<file path="src/rtl/core/locality_aware_task_dispatcher_top_assert.svh">
// assertion macros shared by the dispatcher rtl
`ifndef LOCALITY_AWARE_TASK_DISPATCHER_TOP_ASSERT_SVH
`define LOCALITY_AWARE_TASK_DISPATCHER_TOP_ASSERT_SVH

// same-cycle implication, disabled during reset
`define LATD_ASSERT_IMP(lbl, c, r, ante, cons, msg) \
  lbl: assert property (@(posedge c) disable iff (!r) (ante) |-> (cons)) \
    else $error(msg);

// next-cycle implication, disabled during reset
`define LATD_ASSERT_NXT(lbl, c, r, ante, cons, msg) \
  lbl: assert property (@(posedge c) disable iff (!r) (ante) |=> (cons)) \
    else $error(msg);

`endif

</file>
<file path="src/rtl/core/latd_pkg.sv">
// shared types and constants of the locality-aware task dispatcher
`timescale 1ns / 1ps
`default_nettype none

package latd_pkg;

  // table size default
  localparam int LATD_TABLE_DEPTH = 64;

  // field widths
  localparam int CHUNK_W  = 16;
  localparam int RAW_W    = 16;
  localparam int HOME_W   = 8;
  localparam int WC_W     = 8;
  localparam int STATUS_W = 3;

  // action codes of the input request
  localparam logic ACT_LOAD = 1'b0;
  localparam logic ACT_REQ  = 1'b1;

  // result status codes
  typedef enum logic [STATUS_W-1:0] {
    STS_LOCAL  = 3'd0,
    STS_REMOTE = 3'd1,
    STS_EMPTY  = 3'd2,
    STS_LOADED = 3'd3,
    STS_FULL   = 3'd4
  } status_t;

endpackage

`default_nettype wire

</file>
<file path="src/rtl/core/latd_ram.sv">
// generic single-write, single-read ram with registered read data
`timescale 1ns / 1ps
`default_nettype none

module latd_ram #(
  parameter int WIDTH = 24,
  parameter int DEPTH = 64
) (
  input  logic                     clk,
  input  logic                     we,
  input  logic [$clog2(DEPTH)-1:0] waddr,
  input  logic [WIDTH-1:0]         wdata,
  input  logic [$clog2(DEPTH)-1:0] raddr,
  output logic [WIDTH-1:0]         rdata
);

  logic [WIDTH-1:0] mem [DEPTH];

  // write port and registered read port
  always_ff @(posedge clk) begin
    if (we) begin
      mem[waddr] <= wdata;
    end
    rdata <= mem[raddr];
  end

endmodule

`default_nettype wire

</file>
<file path="src/rtl/core/locality_aware_task_dispatcher_top.sv">
// Locality-aware task dispatcher: table of pending tasks with local-first pickup.
// Input channel: an item is taken at a rising edge with start high and busy low.
//   in_action low loads in_chunk_id with home (in_raw_locality mod worker_count)+1;
//   in_action high asks for a task on behalf of worker in_requester.
// Result channel: out_valid is high for one cycle with out_status, out_task_chunk
//   and out_task_home; the receiver cannot hold results off, and none is queued.
// Configuration: cfg_worker_count is written when cfg_valid and cfg_ready are
//   high; cfg_ready is high while the block is idle. A count of zero acts as one.
// Steps from the accepting edge to the result:
//   load on a full table, request on an empty table: result registered in the next cycle
//   load: runs the 16-step bit-serial remainder loop, then writes the table entry
//   request: a scan over the table ram read port, one entry per cycle, that stops at
//   the first live entry homed on the requester (local dispatch) or else at the
//   write position (non-local dispatch of the oldest live entry); busy stays high
//   for the whole item.
// Reset (synchronous, rst_n low) empties the table, sets the write position to
// zero and worker_count to one. Table memory contents are not cleared: only
// entries with a set valid bit are ever returned.
`timescale 1ns / 1ps
`default_nettype none

`include "locality_aware_task_dispatcher_top_assert.svh"

module locality_aware_task_dispatcher_top #(
  parameter int TABLE_DEPTH = latd_pkg::LATD_TABLE_DEPTH
) (
  input  logic                           clk,
  input  logic                           rst_n,
  input  logic                           start,
  output logic                           busy,
  input  logic                           in_action,
  input  logic [latd_pkg::CHUNK_W-1:0]   in_chunk_id,
  input  logic [latd_pkg::RAW_W-1:0]     in_raw_locality,
  input  logic [latd_pkg::HOME_W-1:0]    in_requester,
  output logic                           out_valid,
  output logic [latd_pkg::STATUS_W-1:0]  out_status,
  output logic [latd_pkg::CHUNK_W-1:0]   out_task_chunk,
  output logic [latd_pkg::HOME_W-1:0]    out_task_home,
  input  logic                           cfg_valid,
  output logic                           cfg_ready,
  input  logic [latd_pkg::WC_W-1:0]      cfg_worker_count
);

  import latd_pkg::*;

  localparam int IW = $clog2(TABLE_DEPTH);
  localparam int PW = $clog2(TABLE_DEPTH + 1);
  localparam int EW = CHUNK_W + HOME_W;
  localparam int CW = $clog2(RAW_W);
  localparam int SW = HOME_W + 1;

  typedef enum logic [2:0] {
    ST_IDLE = 3'b001,
    ST_MOD  = 3'b010,
    ST_SCAN = 3'b100
  } state_t;

  state_t              state_r, state_nxt;
  logic [WC_W-1:0]     wc_r, wc_nxt;
  logic [PW-1:0]       wp_r, wp_nxt;
  logic [PW-1:0]       live_r, live_nxt;
  logic [TABLE_DEPTH-1:0] valid_r, valid_nxt;
  logic [CHUNK_W-1:0]  chunk_r, chunk_nxt;
  logic [HOME_W-1:0]   who_r, who_nxt;
  logic [RAW_W-1:0]    dvd_r, dvd_nxt;
  logic [HOME_W-1:0]   rem_r, rem_nxt;
  logic [CW-1:0]       step_r, step_nxt;
  logic [IW-1:0]       scan_idx_r, scan_idx_nxt;
  logic [IW-1:0]       cmp_idx_r, cmp_idx_nxt;
  logic                cmp_live_r, cmp_live_nxt;
  logic                old_found_r, old_found_nxt;
  logic [IW-1:0]       old_idx_r, old_idx_nxt;
  logic [CHUNK_W-1:0]  old_chunk_r, old_chunk_nxt;
  logic [HOME_W-1:0]   old_home_r, old_home_nxt;
  logic                out_valid_r, out_valid_nxt;
  status_t             status_r, status_nxt;
  logic [CHUNK_W-1:0]  res_chunk_r, res_chunk_nxt;
  logic [HOME_W-1:0]   res_home_r, res_home_nxt;

  // table ram signals
  logic                ram_we;
  logic [IW-1:0]       ram_waddr;
  logic [EW-1:0]       ram_wdata;
  logic [EW-1:0]       ram_rdata;
  logic [CHUNK_W-1:0]  rd_chunk;
  logic [HOME_W-1:0]   rd_home;

  // shared subtract/compare unit
  logic [SW-1:0]       su_a, su_b;
  logic [SW:0]         su_diff;
  logic                su_ge, su_eq;

  logic [WC_W-1:0]     wc_eff;
  logic [HOME_W-1:0]   rem_new;
  logic                ent_live, is_last;

  latd_ram #(
    .WIDTH (EW),
    .DEPTH (TABLE_DEPTH)
  ) u_table (
    .clk   (clk),
    .we    (ram_we),
    .waddr (ram_waddr),
    .wdata (ram_wdata),
    .raddr (scan_idx_r),
    .rdata (ram_rdata)
  );

  assign rd_chunk = ram_rdata[EW-1:HOME_W];
  assign rd_home  = ram_rdata[HOME_W-1:0];

  // zero worker count behaves as one
  assign wc_eff = (wc_r == '0) ? WC_W'(1) : wc_r;

  // operand select: remainder step while loading, home match while scanning
  always_comb begin
    if (state_r == ST_SCAN) begin
      su_a = {1'b0, rd_home};
      su_b = {1'b0, who_r};
    end else begin
      su_a = {rem_r, dvd_r[RAW_W-1]};
      su_b = {1'b0, wc_eff};
    end
  end

  assign su_diff = {1'b0, su_a} - {1'b0, su_b};
  assign su_ge   = ~su_diff[SW];
  assign su_eq   = (su_diff == '0);

  // restoring remainder step result
  assign rem_new = su_ge ? su_diff[HOME_W-1:0] : su_a[HOME_W-1:0];

  // scan pipeline: entry under compare lags the read address by one register
  assign ent_live = cmp_live_r & valid_r[cmp_idx_r];
  assign is_last  = (PW'(cmp_idx_r) == (wp_r - PW'(1)));

  // table write on the final remainder step
  assign ram_we    = (state_r == ST_MOD) && (step_r == CW'(RAW_W - 1));
  assign ram_waddr = wp_r[IW-1:0];
  assign ram_wdata = {chunk_r, rem_new + HOME_W'(1)};

  // sequencer
  always_comb begin
    state_nxt     = state_r;
    wc_nxt        = wc_r;
    wp_nxt        = wp_r;
    live_nxt      = live_r;
    valid_nxt     = valid_r;
    chunk_nxt     = chunk_r;
    who_nxt       = who_r;
    dvd_nxt       = dvd_r;
    rem_nxt       = rem_r;
    step_nxt      = step_r;
    scan_idx_nxt  = scan_idx_r;
    cmp_idx_nxt   = cmp_idx_r;
    cmp_live_nxt  = cmp_live_r;
    old_found_nxt = old_found_r;
    old_idx_nxt   = old_idx_r;
    old_chunk_nxt = old_chunk_r;
    old_home_nxt  = old_home_r;
    out_valid_nxt = 1'b0;
    status_nxt    = status_r;
    res_chunk_nxt = res_chunk_r;
    res_home_nxt  = res_home_r;

    if (cfg_valid && cfg_ready) begin
      wc_nxt = cfg_worker_count;
    end

    case (state_r)
      ST_IDLE: begin
        if (start) begin
          if (in_action == ACT_LOAD) begin
            if (wp_r == PW'(TABLE_DEPTH)) begin
              out_valid_nxt = 1'b1;
              status_nxt    = STS_FULL;
              res_chunk_nxt = '0;
              res_home_nxt  = '0;
            end else begin
              chunk_nxt = in_chunk_id;
              dvd_nxt   = in_raw_locality;
              rem_nxt   = '0;
              step_nxt  = '0;
              state_nxt = ST_MOD;
            end
          end else begin
            if (live_r == '0) begin
              out_valid_nxt = 1'b1;
              status_nxt    = STS_EMPTY;
              res_chunk_nxt = '0;
              res_home_nxt  = '0;
            end else begin
              who_nxt       = in_requester;
              scan_idx_nxt  = '0;
              cmp_live_nxt  = 1'b0;
              old_found_nxt = 1'b0;
              state_nxt     = ST_SCAN;
            end
          end
        end
      end

      ST_MOD: begin
        // one quotient bit per cycle, msb first
        rem_nxt  = rem_new;
        dvd_nxt  = dvd_r << 1;
        step_nxt = step_r + CW'(1);
        if (ram_we) begin
          valid_nxt[wp_r[IW-1:0]] = 1'b1;
          wp_nxt        = wp_r + PW'(1);
          live_nxt      = live_r + PW'(1);
          out_valid_nxt = 1'b1;
          status_nxt    = STS_LOADED;
          res_chunk_nxt = '0;
          res_home_nxt  = '0;
          state_nxt     = ST_IDLE;
        end
      end

      ST_SCAN: begin
        scan_idx_nxt = scan_idx_r + IW'(1);
        cmp_idx_nxt  = scan_idx_r;
        cmp_live_nxt = 1'b1;
        // remember the oldest live entry
        if (ent_live && !old_found_r) begin
          old_found_nxt = 1'b1;
          old_idx_nxt   = cmp_idx_r;
          old_chunk_nxt = rd_chunk;
          old_home_nxt  = rd_home;
        end
        if (cmp_live_r && (ent_live && su_eq || is_last)) begin
          out_valid_nxt = 1'b1;
          live_nxt      = live_r - PW'(1);
          if (live_r == PW'(1)) begin
            wp_nxt = '0;
          end
          state_nxt = ST_IDLE;
          if (ent_live && su_eq) begin
            // local hit
            valid_nxt[cmp_idx_r] = 1'b0;
            status_nxt    = STS_LOCAL;
            res_chunk_nxt = rd_chunk;
            res_home_nxt  = rd_home;
          end else if (old_found_r) begin
            valid_nxt[old_idx_r] = 1'b0;
            status_nxt    = STS_REMOTE;
            res_chunk_nxt = old_chunk_r;
            res_home_nxt  = old_home_r;
          end else begin
            // last entry is also the oldest live one
            valid_nxt[cmp_idx_r] = 1'b0;
            status_nxt    = STS_REMOTE;
            res_chunk_nxt = rd_chunk;
            res_home_nxt  = rd_home;
          end
        end
      end

      default: begin
        state_nxt = ST_IDLE;
      end
    endcase
  end

  // control registers
  always_ff @(posedge clk) begin
    if (!rst_n) begin
      state_r     <= ST_IDLE;
      wc_r        <= WC_W'(1);
      wp_r        <= '0;
      live_r      <= '0;
      valid_r     <= '0;
      cmp_live_r  <= 1'b0;
      old_found_r <= 1'b0;
      out_valid_r <= 1'b0;
    end else begin
      state_r     <= state_nxt;
      wc_r        <= wc_nxt;
      wp_r        <= wp_nxt;
      live_r      <= live_nxt;
      valid_r     <= valid_nxt;
      cmp_live_r  <= cmp_live_nxt;
      old_found_r <= old_found_nxt;
      out_valid_r <= out_valid_nxt;
    end
  end

  // payload registers
  always_ff @(posedge clk) begin
    chunk_r     <= chunk_nxt;
    who_r       <= who_nxt;
    dvd_r       <= dvd_nxt;
    rem_r       <= rem_nxt;
    step_r      <= step_nxt;
    scan_idx_r  <= scan_idx_nxt;
    cmp_idx_r   <= cmp_idx_nxt;
    old_idx_r   <= old_idx_nxt;
    old_chunk_r <= old_chunk_nxt;
    old_home_r  <= old_home_nxt;
    status_r    <= status_nxt;
    res_chunk_r <= res_chunk_nxt;
    res_home_r  <= res_home_nxt;
  end

  // ports
  assign busy           = (state_r != ST_IDLE);
  assign cfg_ready      = (state_r == ST_IDLE);
  assign out_valid      = out_valid_r;
  assign out_status     = status_r;
  assign out_task_chunk = res_chunk_r;
  assign out_task_home  = res_home_r;

  // checks
  `LATD_ASSERT_IMP(a_strobe_idle, clk, rst_n, out_valid_r, state_r == ST_IDLE,
                   "result strobe while item still in progress")
  `LATD_ASSERT_IMP(a_live_le_wp, clk, rst_n, 1'b1, live_r <= wp_r,
                   "live task count exceeds write position")
  `LATD_ASSERT_IMP(a_scan_nonempty, clk, rst_n, state_r == ST_SCAN, live_r != '0,
                   "scan running on an empty table")
  `LATD_ASSERT_NXT(a_empty_reply, clk, rst_n,
                   start && !busy && in_action == ACT_REQ && live_r == '0,
                   out_valid && out_status == STS_EMPTY,
                   "request on empty table not answered next cycle")
  `LATD_ASSERT_IMP(a_dispatch_home, clk, rst_n,
                   out_valid && (out_status == STS_LOCAL || out_status == STS_REMOTE),
                   out_task_home != '0,
                   "dispatched task carries a zero home")

endmodule

`default_nettype wire

</file>
<file path="config.mk">
export PLATFORM = sky130hd
export DESIGN_NAME = locality_aware_task_dispatcher_top
export DESIGN_NICKNAME = d
export VERILOG_FILES = /design/src/rtl/core/latd_pkg.sv /design/src/rtl/core/latd_ram.sv /design/src/rtl/core/locality_aware_task_dispatcher_top.sv
export VERILOG_INCLUDE_DIRS = /design/src /design/src/rtl/core
export SDC_FILE = /design/constraint.sdc
export NUM_CORES = 2
export LEC_CHECK = 0
export ABC_AREA = 1
export BUFFER_PORTS_ARGS = -buffer_cell sky130_fd_sc_hd__buf_2
export CORE_UTILIZATION = 45
export DETAILED_ROUTE_END_ITERATION = 8
export GPL_TIMING_DRIVEN = 0
export SLEW_MARGIN = 5
export SYNTH_ARGS = -nofsm -noshare
export SYNTH_HDL_FRONTEND = slang
export SYNTH_SLANG_ARGS = --single-unit
export TNS_END_PERCENT = 50
</file>
<file path="constraint.sdc">
create_clock -name clk -period 9.06 [get_ports clk]
set_input_delay 1.812 -clock clk [delete_from_list [all_inputs] [get_ports clk]]
set_output_delay 1.812 -clock clk [all_outputs]
set_load 0.02 [all_outputs]
</file>
==> reports/qor.csv <==
stage,metric,value,unit
floorplanning,start_util,45.38,%
pwr,power.switching,5.141,mW
logic_synthesis,synth-seq-cells,1773,
worst_setup_path,critPathLaunchType,flop,
clocking,htreeDepth,4,
drt,via_per_inst,6.371,
global_routing,grt-ovfl-total,0,
worst_setup_path,critPathKind,flop to flop,
pwr,p_per_area,224.7,nW/um^2
cells_and_area,layout-drive-gt1-share,10.99,%
drt,wl_per_cell,32.86,um
drt,remaining_drc_errors,0,
logic_synthesis,yosysTopAreaCellShare,68.21,%
floorplanning,num_io_pins,83,
logic_synthesis,synth_nets,6307,
placement,dp_hpwl,218900,um
global_routing,grt_pass1_wl,411400,um
logic_synthesis,synth_edf_count,1657,
worst_setup_path,path_cells,"inv_1, nand3_1, clkbuf_1, clkbuf_1, buf_1, clkbuf_1, o21ai_0, ha_1, nand3_1, nand2_1, nand2_1, nand2_1, nand2_1, nand2_1, clkbuf_1, o21ai_0, ha_2, nand2_1, nor3_1, xnor2_2, buf_6, buf_6",
global_routing,grt_pass1_vias,53200,
floorplanning,die_area,163700,um^2
drt,dr_wl_met2,125600,um
pwr,seqPwrFrac,49.2,%
worst_setup_path,endpoint_kind,flop,
clocking,clock-sinks,1773,
logic_synthesis,netlist_area,72950,um^2
worst_setup_path,path_max_fanout,19,
logic_synthesis,ys_warn_count,0,
worst_setup_path,slowest_delay,0.89,ns
timing,hold_viol,0,
floorplanning,die_x,404.6,um
drt,routed_wl,300200,um
worst_setup_path,crit_arrival,7.94,ns
timing,drv_slew,0,
timing,clock.fmax,137.6,MHz
floorplanning,design.core.area,160800,um^2
timing,setup_violations,0,
outcome,status,completed,
clocking,ctsHoldBuffers,0,
logic_synthesis,synth_ff_type,edfxtp_1,
run,max_cap_violations,0,
drt,initialDrtViolationCount,10740,
pwr,intPower,14.27,mW
worst_setup_path,crit_slowest_cell,xnor2_2,
cells_and_area,final_core_util,53.75,%
logic_synthesis,synth_top_area_cell,edfxtp_1,
placement,gp_congestion,1.004,
clocking,postCtsSetupRepairBufs,0,
timing,finalSetupTns,0,ns
worst_setup_path,reg2reg_slack,1.79,ns
placement,port_buffers,82,
clocking,clk_pin_slew_worst_paths,0.06,ns
clocking,worstSkewPairLatency,0.86,ns
drt,top_layer_used,met5,
drt,wl_met1,109600,um
drt,first_pass_iters,9,
timing,rsz0062_at_grt,no,
clocking,cts_tree,yes,
pwr,p_leak,28.92,nW
logic_synthesis,synthCells,6235,
timing,relSlewSlack,1.154,%
global_routing,antenna_found_initial,20,
clocking,cts_inserted_buffers,182,
drt,dr_wl_met3,43670,um
timing,period_minus_slack,7.268,ns
hold_path,hp-class,flop to flop,
timing,worst-slew-pin-transition,1.483,ns
logic_synthesis,synth_area_leaders,"edfxtp_1 (68%), o21ai_0 (6.7%), nor2_1 (5.5%), nand2_1 (4.0%), dfxtp_1 (3.2%)",
clocking,post_cts_resized,0,
pwr,p_sw_share,26.48,%
drt,vias,58200,
cells_and_area,mostFrequentLayoutCell,edfxtp_1,
drt,drt.antenna.violating_nets,0,
timing,period_share,80.22,%
timing,clock_skew,0.03657,ns
pwr,comb_power_share,12.5,%
floorplanning,rows,147,
cells_and_area,syn_to_final_growth,18.44,%
worst_setup_path,critical_path.most_common_cell,nand2_1,
pwr,ir_worst_vdd,238.2,uV
worst_setup_path,required,9.73,ns
logic_synthesis,async_flop_share,0,%
logic_synthesis,synth_area_per_cell,11.70,um^2
clocking,clockBufferDepth,3,
logic_synthesis,yosysUniqueCellTypes,36,
cells_and_area,n_fill_cell,13690,
pwr,p_clk_share,38.2,%
global_routing,grt_max_degree,65,
cells_and_area,finalNetCount,6872,
global_routing,grtUsageTotal,36.17,%
cells_and_area,final_cell_mix,"edfxtp_1 (1657), nor2_1 (1050), o21ai_0 (981)",
clocking,cts-root-buf,clkbuf_16,
floorplanning,die_height,404.6,um
logic_synthesis,synth_seq_area_share,71.39,%
## registers in the layout (all words and copies together), names as in the netlist, 16 cells and up
| register | count |
|---|---|
| dvd_r | 16 |
| old_chunk_r | 16 |
| valid_r | 64 |
| chunk_r | 16 |
| u_table.mem | 1536 |
| out_task_chunk | 16 |
| u_table.rdata | 24 |
## worst max-delay path, delay by kind of cell (launching register included)
kind                     cells  cell delay, ns
flip-flops                   1            0.33
adder cells (fa/ha/maj)      2            0.77
XOR/XNOR                     1            0.89
AND/OR/NAND/NOR              9            1.01
AO/OA/AOI/OAI                2            0.83
buffers and inverters        8            3.23
## cell families after synthesis
family | after synthesis | synth area share, %
xor+xnor | 31 | 0.3722
compound gates | 1553 | 12.09
mux | 6 | 0.08233
fa+ha+maj | 19 | 0.3362
simple gates | 2233 | 12.48
flops | 1773 | 71.39
buf+inv | 620 | 3.254
## cell usage after synthesis (3+ instances only)
| cell type | number |
|---|---|
| o22ai_1 | 239 |
| clkbuf_1 | 381 |
| o211ai_1 | 48 |
| a21oi_1 | 93 |
| buf_1 | 20 |
| nand3b_1 | 4 |
| dfxtp_1 | 116 |
| xnor2_1 | 10 |
| nor2_1 | 1061 |
| mux2i_1 | 6 |
| inv_1 | 176 |
| nand3_4 | 3 |
| o221ai_1 | 146 |
| ha_1 | 18 |
| o21ai_0 | 981 |
| nand3_1 | 171 |
| o21ai_1 | 21 |
| nand2_1 | 768 |
| buf_2 | 23 |
| a31oi_1 | 12 |
| nand4_1 | 124 |
| nor3_1 | 94 |
| xor2_1 | 21 |
| inv_2 | 4 |
| a32o_1 | 11 |
| clkinv_1 | 12 |
| edfxtp_1 | 1657 |
## power by group through the flow
stage	combinational [mW]	sequential, mW	clock, mW
after floorplan	0.951	9.79	0
after global placement	1.86	9.94	0
after detailed placement	2.33	9.73	0
after CTS	2.33	9.55	7.42
after global routing	2.49	9.56	7.71
final	2.43	9.55	7.42
## stage by stage
step | instance area, um^2 | hold WS [ns] | power, mW | setup WS (ns) | cells
finish | 86400 | 0.4287 | 19.41 | 1.792 | 9136
detailed placement | 80540 | 0.4145 | 12.05 | 1.922 | 8776
CTS | 86330 | 0.4158 | 19.31 | 1.902 | 9110
global route | 86390 | 0.4202 | 19.76 | 1.431 | 9130
floorplan | 72950 | 0.4090 | 10.74 | 3.131 | 6235
global placement | 76060 | 0.4175 | 11.80 | -2.409 | 8477
## final timing paths
path | depth (start not counted) | end | start
worst max-delay path | 22 | u_table.mem[24][6] | state_r[1]
worst min-delay path | 0 | old_chunk_r[13] | u_table.rdata[21]
worst max register to register | 22 | u_table.mem[24][6] | state_r[1]
worst min register to register | 0 | old_chunk_r[13] | u_table.rdata[21]
## layer usage
metal  vias to the layer above  track usage [%]
met3                       983            11.45
met5                         -                0
li1                      23940                -
met2                      4761            51.26
met4                        14            22.01
met1                     28500            48.40
## area by class of cell
cell class / instances / area, um^2 / area share [%]
inverter: 192 / 723.2 / 0.8370
clock inverter: 96 / 773.2 / 0.8949
antenna: 26 / 65.06 / 0.07530
clock buffer: 238 / 5014 / 5.803
tap: 2160 / 2703 / 3.128
timing repair buffer: 381 / 4423 / 5.119
buffer: 428 / 1654 / 1.914
sequential: 1773 / 52080 / 60.28
multi-input combinational: 3842 / 18970 / 21.95
(Power assumes the default switching activity.)
